File: src/multichannel_integrating_debouncer_defines.svh
// Assertion macros shared by the debouncer RTL.
// Included by the modules that carry concurrent checks; no other dependencies.
`ifndef MULTICHANNEL_INTEGRATING_DEBOUNCER_DEFINES_SVH
`define MULTICHANNEL_INTEGRATING_DEBOUNCER_DEFINES_SVH

`ifndef SYNTHESIS
`define MCID_ASSERT(lbl, clk, rst_n, prop, msg) \
  lbl: assert property (@(posedge clk) disable iff (!rst_n) prop) else $error(msg);
`define MCID_ASSERT_NEVER(lbl, clk, rst_n, cond, msg) \
  lbl: assert property (@(posedge clk) disable iff (!rst_n) !(cond)) else $error(msg);
`else
`define MCID_ASSERT(lbl, clk, rst_n, prop, msg)
`define MCID_ASSERT_NEVER(lbl, clk, rst_n, cond, msg)
`endif

`endif

File: src/mcid_pkg.sv
// Types, codes and constants of the multichannel integrating debouncer.
// No dependencies; imported by the register block and the top level.
`default_nettype none

package mcid_pkg;

  localparam int NumChannelsDef = 14;
  localparam int ChW            = 4;
  localparam int IntW           = 8;
  localparam int CntW           = 32;
  localparam int CfgAddrW       = 4;
  localparam int CfgDataW       = 32;

  localparam logic [IntW-1:0] StartCountRst   = 8'd10;
  localparam logic [IntW-1:0] ThresholdRst    = 8'd255;
  localparam logic [IntW-1:0] HoldoffTicksRst = 8'd4;

  typedef enum logic [1:0] {
    REG_START_COUNT   = 2'd0,
    REG_THRESHOLD     = 2'd1,
    REG_HOLDOFF_TICKS = 2'd2
  } reg_e;

  typedef enum logic [1:0] {
    OP_EDGE   = 2'd0,
    OP_SAMPLE = 2'd1,
    OP_LOAD   = 2'd2,
    OP_NONE   = 2'd3
  } op_e;

  typedef enum logic [2:0] {
    ST_IDLE      = 3'd0,
    ST_STARTED   = 3'd1,
    ST_IGNORED   = 3'd2,
    ST_COUNTING  = 3'd3,
    ST_QUALIFIED = 3'd4,
    ST_ABORTED   = 3'd5,
    ST_HOLDOFF   = 3'd6,
    ST_LOADED    = 3'd7
  } status_e;

  typedef struct packed {
    logic [IntW-1:0] start_count;
    logic [IntW-1:0] threshold;
    logic [IntW-1:0] holdoff_ticks;
  } cfg_t;

  typedef struct packed {
    logic [1:0]      op;
    logic [ChW-1:0]  channel;
    logic            level;
    logic [CntW-1:0] load_value;
  } in_t;

  typedef struct packed {
    logic [ChW-1:0]  out_channel;
    logic [2:0]      status;
    logic [CntW-1:0] event_count;
    logic            busy_res;
  } out_t;

  // One memory word per channel
  typedef struct packed {
    logic            run;
    logic            hold;
    logic [IntW-1:0] integ;
    logic [IntW-1:0] hold_left;
    logic [CntW-1:0] count;
  } ch_state_t;

endpackage

`default_nettype wire

File: src/mcid_regs.sv
// APB-style configuration registers of the debouncer.
// Depends on mcid_pkg for the register map and the cfg_t bundle.
`default_nettype none

module mcid_regs
  import mcid_pkg::*;
(
  input  wire logic                clk_i,
  input  wire logic                rst_ni,
  input  wire logic                psel,
  input  wire logic                penable,
  input  wire logic                pwrite,
  input  wire logic [CfgAddrW-1:0] paddr,
  input  wire logic [CfgDataW-1:0] pwdata,
  output logic      [CfgDataW-1:0] prdata,
  output logic                     pready,
  output cfg_t                     cfg_o
);

  cfg_t cfg_q, cfg_d;
  logic wr_en;
  reg_e sel;

  assign pready = 1'b1;
  assign wr_en  = psel & penable & pwrite;
  assign sel    = reg_e'(paddr[CfgAddrW-1:2]);

  always_comb begin
    cfg_d = cfg_q;
    if (wr_en) begin
      case (sel)
        REG_START_COUNT:   cfg_d.start_count   = pwdata[IntW-1:0];
        REG_THRESHOLD:     cfg_d.threshold     = pwdata[IntW-1:0];
        REG_HOLDOFF_TICKS: cfg_d.holdoff_ticks = pwdata[IntW-1:0];
        default: ;
      endcase
    end
  end

  always_comb begin
    case (sel)
      REG_START_COUNT:   prdata = CfgDataW'(cfg_q.start_count);
      REG_THRESHOLD:     prdata = CfgDataW'(cfg_q.threshold);
      REG_HOLDOFF_TICKS: prdata = CfgDataW'(cfg_q.holdoff_ticks);
      default:           prdata = '0;
    endcase
  end

  always_ff @(posedge clk_i or negedge rst_ni) begin
    if (!rst_ni) begin
      cfg_q.start_count   <= StartCountRst;
      cfg_q.threshold     <= ThresholdRst;
      cfg_q.holdoff_ticks <= HoldoffTicksRst;
    end else begin
      cfg_q <= cfg_d;
    end
  end

  assign cfg_o = cfg_q;

endmodule

`default_nettype wire

File: src/multichannel_integrating_debouncer.sv
// Multichannel integrating debouncer: item channel in, one result item out per input item.
// Input items (in_data_i) carry an op: rising edge, level sample tick or event counter load,
// addressed to one channel. Each produces exactly one result item (out_data_o) giving the
// status, the channel's event counter and whether the channel is still busy.
// Both channels use valid/stall; an item moves when valid is high and stall is low.
// A result is registered: the memory is read at the edge that accepts its item, and the
// update lands in the output register once the update stage can advance.
// Throughput: one item per cycle unless stalled. Per-channel state sits in a single memory
// with one read and one write per cycle; written-back words are forwarded to the next item.
// When out_stall_i holds a result, the update stage holds too and in_stall_o rises only
// once that stage is occupied, so one further item is still taken.
// Reset clears all channel state (per-entry valid bits, no clearing pass) and loads
// start_count 10, threshold 255, holdoff_ticks 4. Registers sit on the APB-style port at
// byte addresses 0, 4 and 8. User rule, not enforced: write only while no item is in flight.
// Depends on mcid_pkg, mcid_regs and the assertion macro header.
`default_nettype none
`include "multichannel_integrating_debouncer_defines.svh"

module multichannel_integrating_debouncer
  import mcid_pkg::*;
#(
  parameter int NUM_CHANNELS = NumChannelsDef
) (
  input  wire logic                clk_i,
  input  wire logic                rst_ni,
  input  wire logic                in_valid_i,
  output logic                     in_stall_o,
  input  wire in_t                 in_data_i,
  output logic                     out_valid_o,
  input  wire logic                out_stall_i,
  output out_t                     out_data_o,
  input  wire logic                psel,
  input  wire logic                penable,
  input  wire logic                pwrite,
  input  wire logic [CfgAddrW-1:0] paddr,
  input  wire logic [CfgDataW-1:0] pwdata,
  output logic      [CfgDataW-1:0] prdata,
  output logic                     pready
);

  localparam int IdxW = (NUM_CHANNELS > 1) ? $clog2(NUM_CHANNELS) : 1;

  cfg_t cfg;

  mcid_regs u_regs (
    .clk_i   (clk_i),
    .rst_ni  (rst_ni),
    .psel    (psel),
    .penable (penable),
    .pwrite  (pwrite),
    .paddr   (paddr),
    .pwdata  (pwdata),
    .prdata  (prdata),
    .pready  (pready),
    .cfg_o   (cfg)
  );

  // channel state memory
  ch_state_t mem_q [NUM_CHANNELS];
  logic [NUM_CHANNELS-1:0] valid_q;

  logic            acc_in;
  logic [IdxW-1:0] in_idx;
  logic            in_inr;

  logic            s1_vld_q;
  in_t             s1_q;
  logic [IdxW-1:0] s1_idx_q;
  logic            s1_inr_q;
  ch_state_t       rd_q;
  logic            rd_vld_q;
  logic            s1_adv;
  logic            mem_we;

  logic            fwd_vld_q;
  logic [IdxW-1:0] fwd_idx_q;
  ch_state_t       fwd_q;

  ch_state_t       cur;
  ch_state_t       nxt;
  status_e         status;
  out_t            res;

  logic            out_vld_q;
  out_t            out_q;

  assign acc_in = in_valid_i & ~in_stall_o;
  assign in_idx = IdxW'(in_data_i.channel);
  assign in_inr = 32'(in_data_i.channel) < NUM_CHANNELS;

  assign s1_adv     = ~out_vld_q | ~out_stall_i;
  assign in_stall_o = s1_vld_q & ~s1_adv;
  assign mem_we     = s1_vld_q & s1_adv & s1_inr_q;

  always_ff @(posedge clk_i) begin
    if (acc_in && in_inr) begin
      rd_q <= mem_q[in_idx];
    end
    if (mem_we) begin
      mem_q[s1_idx_q] <= nxt;
    end
  end

  // the word written at the same edge as the read is not yet seen by it
  assign cur = (fwd_vld_q && fwd_idx_q == s1_idx_q) ? fwd_q :
               (rd_vld_q ? rd_q : '0);

  always_comb begin
    logic            do_settle;
    logic [IntW-1:0] integ;
    status_e         ok_status;
    nxt       = cur;
    status    = ST_IDLE;
    do_settle = 1'b0;
    integ     = cur.integ;
    ok_status = ST_COUNTING;
    case (op_e'(s1_q.op))
      OP_EDGE: begin
        if (cur.run || cur.hold) begin
          status = ST_IGNORED;
        end else begin
          integ     = cfg.start_count;
          do_settle = 1'b1;
          ok_status = ST_STARTED;
        end
      end
      OP_SAMPLE: begin
        if (cur.run) begin
          integ     = s1_q.level ? cur.integ + 1'b1 : cur.integ - 1'b1;
          do_settle = 1'b1;
        end else if (cur.hold) begin
          nxt.hold_left = cur.hold_left - 1'b1;
          nxt.hold      = (nxt.hold_left != '0);
          status        = ST_HOLDOFF;
        end
      end
      OP_LOAD: begin
        nxt.count = s1_q.load_value;
        status    = ST_LOADED;
      end
      default: ;
    endcase
    if (do_settle) begin
      nxt.integ = integ;
      if (integ >= cfg.threshold) begin
        nxt.count = cur.count + 1'b1;
        nxt.run   = 1'b0;
        status    = ST_QUALIFIED;
      end else if (integ == '0) begin
        nxt.run       = 1'b0;
        nxt.hold_left = cfg.holdoff_ticks;
        nxt.hold      = (cfg.holdoff_ticks != '0);
        status        = ST_ABORTED;
      end else begin
        nxt.run = 1'b1;
        status  = ok_status;
      end
    end
  end

  always_comb begin
    res.out_channel = s1_q.channel;
    if (s1_inr_q) begin
      res.status      = 3'(status);
      res.event_count = nxt.count;
      res.busy_res    = nxt.run | nxt.hold;
    end else begin
      res.status      = 3'(ST_IDLE);
      res.event_count = '0;
      res.busy_res    = 1'b0;
    end
  end

  always_ff @(posedge clk_i or negedge rst_ni) begin
    if (!rst_ni) begin
      s1_vld_q  <= 1'b0;
      rd_vld_q  <= 1'b0;
      valid_q   <= '0;
      fwd_vld_q <= 1'b0;
      out_vld_q <= 1'b0;
    end else begin
      if (acc_in) begin
        s1_vld_q <= 1'b1;
        rd_vld_q <= in_inr & valid_q[in_idx];
      end else if (s1_adv) begin
        s1_vld_q <= 1'b0;
      end
      if (mem_we) begin
        valid_q[s1_idx_q] <= 1'b1;
        fwd_vld_q         <= 1'b1;
      end
      if (s1_adv) begin
        out_vld_q <= s1_vld_q;
      end
    end
  end

  always_ff @(posedge clk_i) begin
    if (acc_in) begin
      s1_q     <= in_data_i;
      s1_idx_q <= in_idx;
      s1_inr_q <= in_inr;
    end
    if (mem_we) begin
      fwd_q     <= nxt;
      fwd_idx_q <= s1_idx_q;
    end
    if (s1_adv && s1_vld_q) begin
      out_q <= res;
    end
  end

  assign out_valid_o = out_vld_q;
  assign out_data_o  = out_q;

  `MCID_ASSERT(a_stall_needs_item, clk_i, rst_ni, !s1_vld_q |-> !in_stall_o, "stall with empty update stage")
  `MCID_ASSERT(a_accept_fills_s1, clk_i, rst_ni, acc_in |=> s1_vld_q, "accepted item lost before update stage")
  `MCID_ASSERT(a_write_forwarded, clk_i, rst_ni, mem_we |=> (fwd_vld_q && fwd_idx_q == $past(s1_idx_q)), "write-back not captured for forwarding")
  `MCID_ASSERT_NEVER(a_qual_idle, clk_i, rst_ni, out_vld_q && out_q.status == 3'(ST_QUALIFIED) && out_q.busy_res, "qualified channel reported busy")
  `MCID_ASSERT_NEVER(a_start_busy, clk_i, rst_ni, out_vld_q && out_q.status == 3'(ST_STARTED) && !out_q.busy_res, "started run reported idle")

endmodule

`default_nettype wire
File: config.mk
export PLATFORM = sky130hd
export DESIGN_NAME = multichannel_integrating_debouncer
export DESIGN_NICKNAME = d
export VERILOG_FILES = /design/src/mcid_pkg.sv /design/src/mcid_regs.sv /design/src/multichannel_integrating_debouncer.sv
export VERILOG_INCLUDE_DIRS = /design/src /design/src/src
export SDC_FILE = /design/constraint.sdc
export NUM_CORES = 1
export LEC_CHECK = 0
export ABC_AREA = 1
export BUFFER_PORTS_ARGS = -buffer_cell sky130_fd_sc_hd__clkbuf_2
export CAP_MARGIN = 10
export CORE_MARGIN = 8
export CORE_UTILIZATION = 45
export DETAILED_ROUTE_END_ITERATION = 7
export PLACE_DENSITY = 0.68
export SLEW_MARGIN = 15
export SYNTH_ARGS = -nofsm -noshare
export SYNTH_HDL_FRONTEND = slang
export SYNTH_SLANG_ARGS = --single-unit
File: constraint.sdc
create_clock -name clk_i -period 8.9 [get_ports clk_i]
set_input_delay 0.445 -clock clk_i [delete_from_list [all_inputs] [get_ports clk_i]]
set_output_delay 0.445 -clock clk_i [all_outputs]
set_load 0.01 [all_outputs]
# Word level (Yosys, flattened, before mapping)
# Memories as Yosys holds them, arrays and structs flattened. A register that Yosys moved wholly into a read port is not among the register bits.
# Cells that the tools add are included.
# totals
reg_bits,176
mem_bits_rw,700
input_bits,82
out_inout_bits,75
wordCells,108
mem_count,1
# mem_list
memory,depth,word_bits,rd,rd_clocked_by_memory_dff,wr,line,rtl
mem_q,14,50,1,1,1,multichannel_integrating_debouncer.sv:59,ch_state_t mem_q [NUM_CHANNELS];
# classes
n_addsub,4
magnitude_cmp,5
n_eq_ne,5
muxes,42
n_bitwise,14
n_reduce_logical,14
# op_table
op,n
$mux 50,3
$mux 32,2
$mux 8,8
$add 32x1->32 const B,1
$pmux 8 s3,1
$pmux 8 s2,1
$reduce_bool 8->1,2
$sub 8x1->8 const B,2
$mux 1,15
$mux 3,5
$or 14x14->14,1
$lt 4x5->1 const B,2
$pmux 3 s3,1
$add 8x1->8 const B,1
$ge 8x8->1,1
$logic_not 8->1,1
$and 1x1->1,7
$mux 2,3
$reduce_and 2->1,3
$bmux 1 s4,1
$demux 1 s4,1
$eq 2x1->1 const B,2
$eq 2x2->1 const B,2
$eq 4x4->1,1
9 further kinds,17

# Logic depth before layout (Yosys ltp)
# logic_depth
word_depth,12
mapped_depth,33
mapped_depth_nobuf,32

# Hierarchy
# From an unflattened synthesis, not the netlist that was laid out.
# hier_totals
hier_cells,3164
area_unflattened_um2,38748.4
# modules_own_cells
module,n_inst,cells_per_inst,area_each_um2,seq_area_each_um2
multichannel_integrating_debouncer,1,2991,37427.1,26995.9
mcid_regs,1,173,1321.3,614.3

# Worst setup path before layout
# OpenSTA, ideal clock, no wires.
# synth_path
path_kind,register -> register
from,register out_vld_q (netlist: out_valid_o)
to,"memory mem_q[1][0] in the netlist's numbering, enable pin"
t_arrival_ns,6.654
required_time_ns,8.441
path_slack_ns,1.788
stages_incl_launch_ff,6
path_cell_list,dfrtp_1 a21oi_1 nand2_1 inv_1 nand3_1 nor2_1
# synth_via
elab_chain_len,6
# synth_rtl
element,line,rtl
"start, declared",multichannel_integrating_debouncer.sv:84,logic out_vld_q;
"start signal, assigned",multichannel_integrating_debouncer.sv:193,out_vld_q <= s1_vld_q;
$not 1->1,multichannel_integrating_debouncer.sv:91,assign s1_adv = ~out_vld_q | ~out_stall_i;
$or 1x1->1,multichannel_integrating_debouncer.sv:91,
$and 1x1->1 (2 in a row),multichannel_integrating_debouncer.sv:93,assign mem_we = s1_vld_q & s1_adv & s1_inr_q;
net mem_we,multichannel_integrating_debouncer.sv:73,logic mem_we;
$mux 1,multichannel_integrating_debouncer.sv:99,if (mem_we) begin
$mux 1 (not written as such),multichannel_integrating_debouncer.sv:100,mem_q[s1_idx_q] <= nxt;
"end, declared",multichannel_integrating_debouncer.sv:59,
# The timed path passes the listed nets, and every way through them passes these cells.

==> results.yml <==
power_and_ir_drop:
  ir_drop_uv: 154.7
  power_density_mw_per_mm2: 234.5
  finalPower_w: 0.01013
  p_leak_nw: 15.00
logic_synthesis:
  synth_edf_count: 884
  yosysTopAreaCell: "edfxtp_1"
  yosys.area.top_type_share_pct: 68.76
  netlist_instances: 3123
  synth_cell_type_count: 51
  ys_ff_latch: 926
  syn_area_sq_mm: 0.03860
  synth_flop_cell: "edfxtp_1"
  synth-seq-area-share_pct: 71.52
  avgSynthCellArea_sq_um: 12.36
  async_flop_share_pct: 4.536
  yosysWarningCount: 0
  synth.area.top_cells: "edfxtp_1 69%, o21ai_0 5.6%, nor2_1 4.2%, nand2_1 3.2%, dfrtp_1 2.0%"
critical_path:
  arrival_ns: 6.77
  max_stage_delay_ns: 0.80
  crit_path_top_delay_cell: "buf_4"
  critPathCaptureType: "flip-flop"
  crit_type: "flip-flop to flip-flop"
  required_ns: 9.12
  start_kind: "flip-flop"
  crit_path_max_fanout: 67
  path_cells: "nor2_1, nor2_4, nand3_4, buf_4, nand2_1, nand2_2, nand3_4, nand2_2, nor2_1, nor2_2, inv_1, ha_1, nand2_1, nor2_1, nand4_1, and3_1, nor2_2, buf_4, clkinv_1, buf_4, o211ai_1, nand2_1"
cts:
  h-tree-depth: 3
  cts_tree: "yes"
  post_cts_buffers: 0
  path_clk_slew_ns: 0.06
  numClockSinks: 926
  root_buffer: "clkbuf_16"
  ctsLongestPathBuffers: 3
  clk_latency_ns: 0.65
  cts_made_buffers: 86
hold_path:
  hold_class: "input pin to flip-flop"
grt:
  track_usage_pct: 20.31
  grt_max_degree: 225
  grt-ovfl-total: 0
  antenna_found_initial: 0
  grt_pass1_vias: 24245
  grt_pass1_wl_microns: 148000
sta:
  setup_ws_ns: 2.352
  maxSlewViolCount: 0
  rsz0062_at_grt: "false"
  finalHoldViolations: 0
  setup_viol: 0
  worst_slew_pin_slew_ns: 1.183
  final.setup.tns_ns: 0
  fin_skew_ns: 0.02536
  max_freq_ghz: 0.1527
  period_share_pct: 73.57
  fin_crit_ns: 6.548
  max_slew_margin_pct: 21.15
routing:
  vias: 25257
  drtAntennaViolNets: 0
  drt_iter0_drc: 2698
  drc_errors: 0
  wire_per_inst_microns: 22.53
  viasPerCell: 5.723
  drt_wl_total_microns: 99430
  dr.pass1.iters: 6
placement:
  dpl.hpwl_microns: 51840
  place.gp.congestion: 0.9418
  port_buffers: 105
  dp_slack_ns: 2.361
floorplan:
  start_util_pct: 45.34
  core_sq_mm: 0.08515
  chipWidth_microns: 308.9
  num_io_pins: 157
  fp-row-count: 107
  dieArea_sq_mm: 0.09542
  dieHeight_microns: 308.9
cells_and_area:
  area_growth_pct: 11.88
  antenna_cells: 0
  num-nets-final: 3306
  final_common_cell: "edfxtp_1"
  drive_above_1_share_pct: 12.73
  final_cell_mix: "884 x edfxtp_1, 431 x o21ai_0, 416 x nor2_1, 324 x nand2_1, 138 x inv_1"
outcome:
  status: "completed"
flow_run:
  cap_violations: 0
==> flip-flops by register name (all words and copies together), names as in the netlist, 14 cells and up <==
register      count
u_regs.cfg_o     24
valid_q          14
s1_q             35
out_data_o       40
fwd_q            50
rd_q             50
mem_q           700
==> Yosys cell counts (3+ instances only) <==
cell type,n
edfxtp_1,884
nor2_1,431
o21ai_0,431
nand2_1,324
clkbuf_1,148
inv_1,141
nand3_1,118
a21oi_1,115
o221ai_1,87
o22ai_1,64
o211ai_1,46
dfrtp_1,31
or2_2,29
buf_4,26
xor2_1,23
o21ai_2,22
ha_1,17
nand4_1,17
inv_2,15
buf_1,13
o21ai_1,13
nor2_2,12
dfstp_2,11
nor3_1,11
xnor2_1,11
buf_6,9
nand2_2,9
buf_2,7
o21ai_4,7
a21oi_2,6
nor3_2,6
clkinv_1,4
nand3_2,4
a211oi_1,3
a31oi_1,3
nand3b_1,3
nor4_1,3
==> routing by layer <==
| metal | track usage [%] | wire length [microns] | vias up |
|---|---|---|---|
| li1 | - | - | 11491 |
| met3 | 3.165 | 9357 | 184 |
| met4 | 7.569 | 2977 | 0 |
| met5 | 0 | 0 | - |
| met1 | 27.70 | 40360 | 12325 |
| met2 | 33.01 | 46730 | 1257 |
==> path summary, 6_finish.rpt <==
check | slack (ns) | start | endpoint | depth (start not counted)
worst max-delay path | 2.35 | s1_idx_q[0] | mem_q[11][17] | 22
worst min-delay path | 0.05 | pwdata[4] | u_regs.cfg_o[12] | 3
worst max register to register | 2.35 | s1_idx_q[0] | mem_q[11][17] | 22
worst min register to register | 0.46 | valid_q[12] | valid_q[12] | 2
max in group asynchronous | 8.06 | rst_ni | rd_vld_q | 3
min in group asynchronous | 0.40 | rst_ni | u_regs.cfg_o[3] | 3
==> metrics by stage <==
step / utilization, % / hold slack, ns / instance area [sq um] / instances
5_1_grt: 50.73 / 0.05975 / 43190 / 4413
6_report: 50.73 / 0.04652 / 43190 / 4413
3_5_place_dp: 47.16 / 0.4515 / 40160 / 4226
2_1_floorplan: - / 0.1494 / 38690 / 3146
3_3_place_gp: 47.16 / 0.4373 / 40160 / 4226
4_1_cts: 50.72 / 0.02052 / 43180 / 4413
==> critical path: cells and delay by family, from the launching register on <==
family / cells / cell delay, ns
and+or+nand+nor: 15 / 3.43
buffers and inverters: 5 / 1.67
DFF: 1 / 0.50
adders and majority gates: 1 / 0.30
AOI/OAI and AO/OA: 1 / 0.16
==> final cells by class <==
class                           instances  area [sq um]
Timing Repair Buffer                  175          1181
Tap cell                             1144          1431
Fill cell                            7105         41960
Clock buffer                          101          2208
Clock inverter                         50         459.2
Multi-Input combinational cell       1857          9686
Sequential cell                       926         27610
Inverter                              160         614.3
==> cells by family (layout without fill, tap and decap cells) <==
| family | count (synthesis) | count (layout) | synth area share, % |
|---|---|---|---|
| muxes | 1 | 1 | 0.02593 |
| AOI/OAI and AO/OA | 803 | 803 | 12.32 |
| and+or+nand+nor | 976 | 976 | 10.76 |
| adders and majority gates | 18 | 18 | 0.6028 |
| buffers and inverters | 363 | 486 | 3.980 |
| DFF | 926 | 926 | 71.52 |
| other | 2 | 25 | 0.01945 |
| xor gates and xnor gates | 34 | 34 | 0.7714 |
==> where the power goes <==
part           leakage, nW  internal [W]  total [W]  switching (W)
Clock                 1.32       0.00196    0.00355        0.00158
Combinational         5.05      0.000313    0.00124       0.000929
Sequential            8.63       0.00524    0.00534      0.0000995
==> repair_timing <==
item	4_1_cts	5_1_grt
hold buffers	36	0
resized for setup	0	0
hold endpoints to repair	66	0
(Power assumes the default switching activity.)
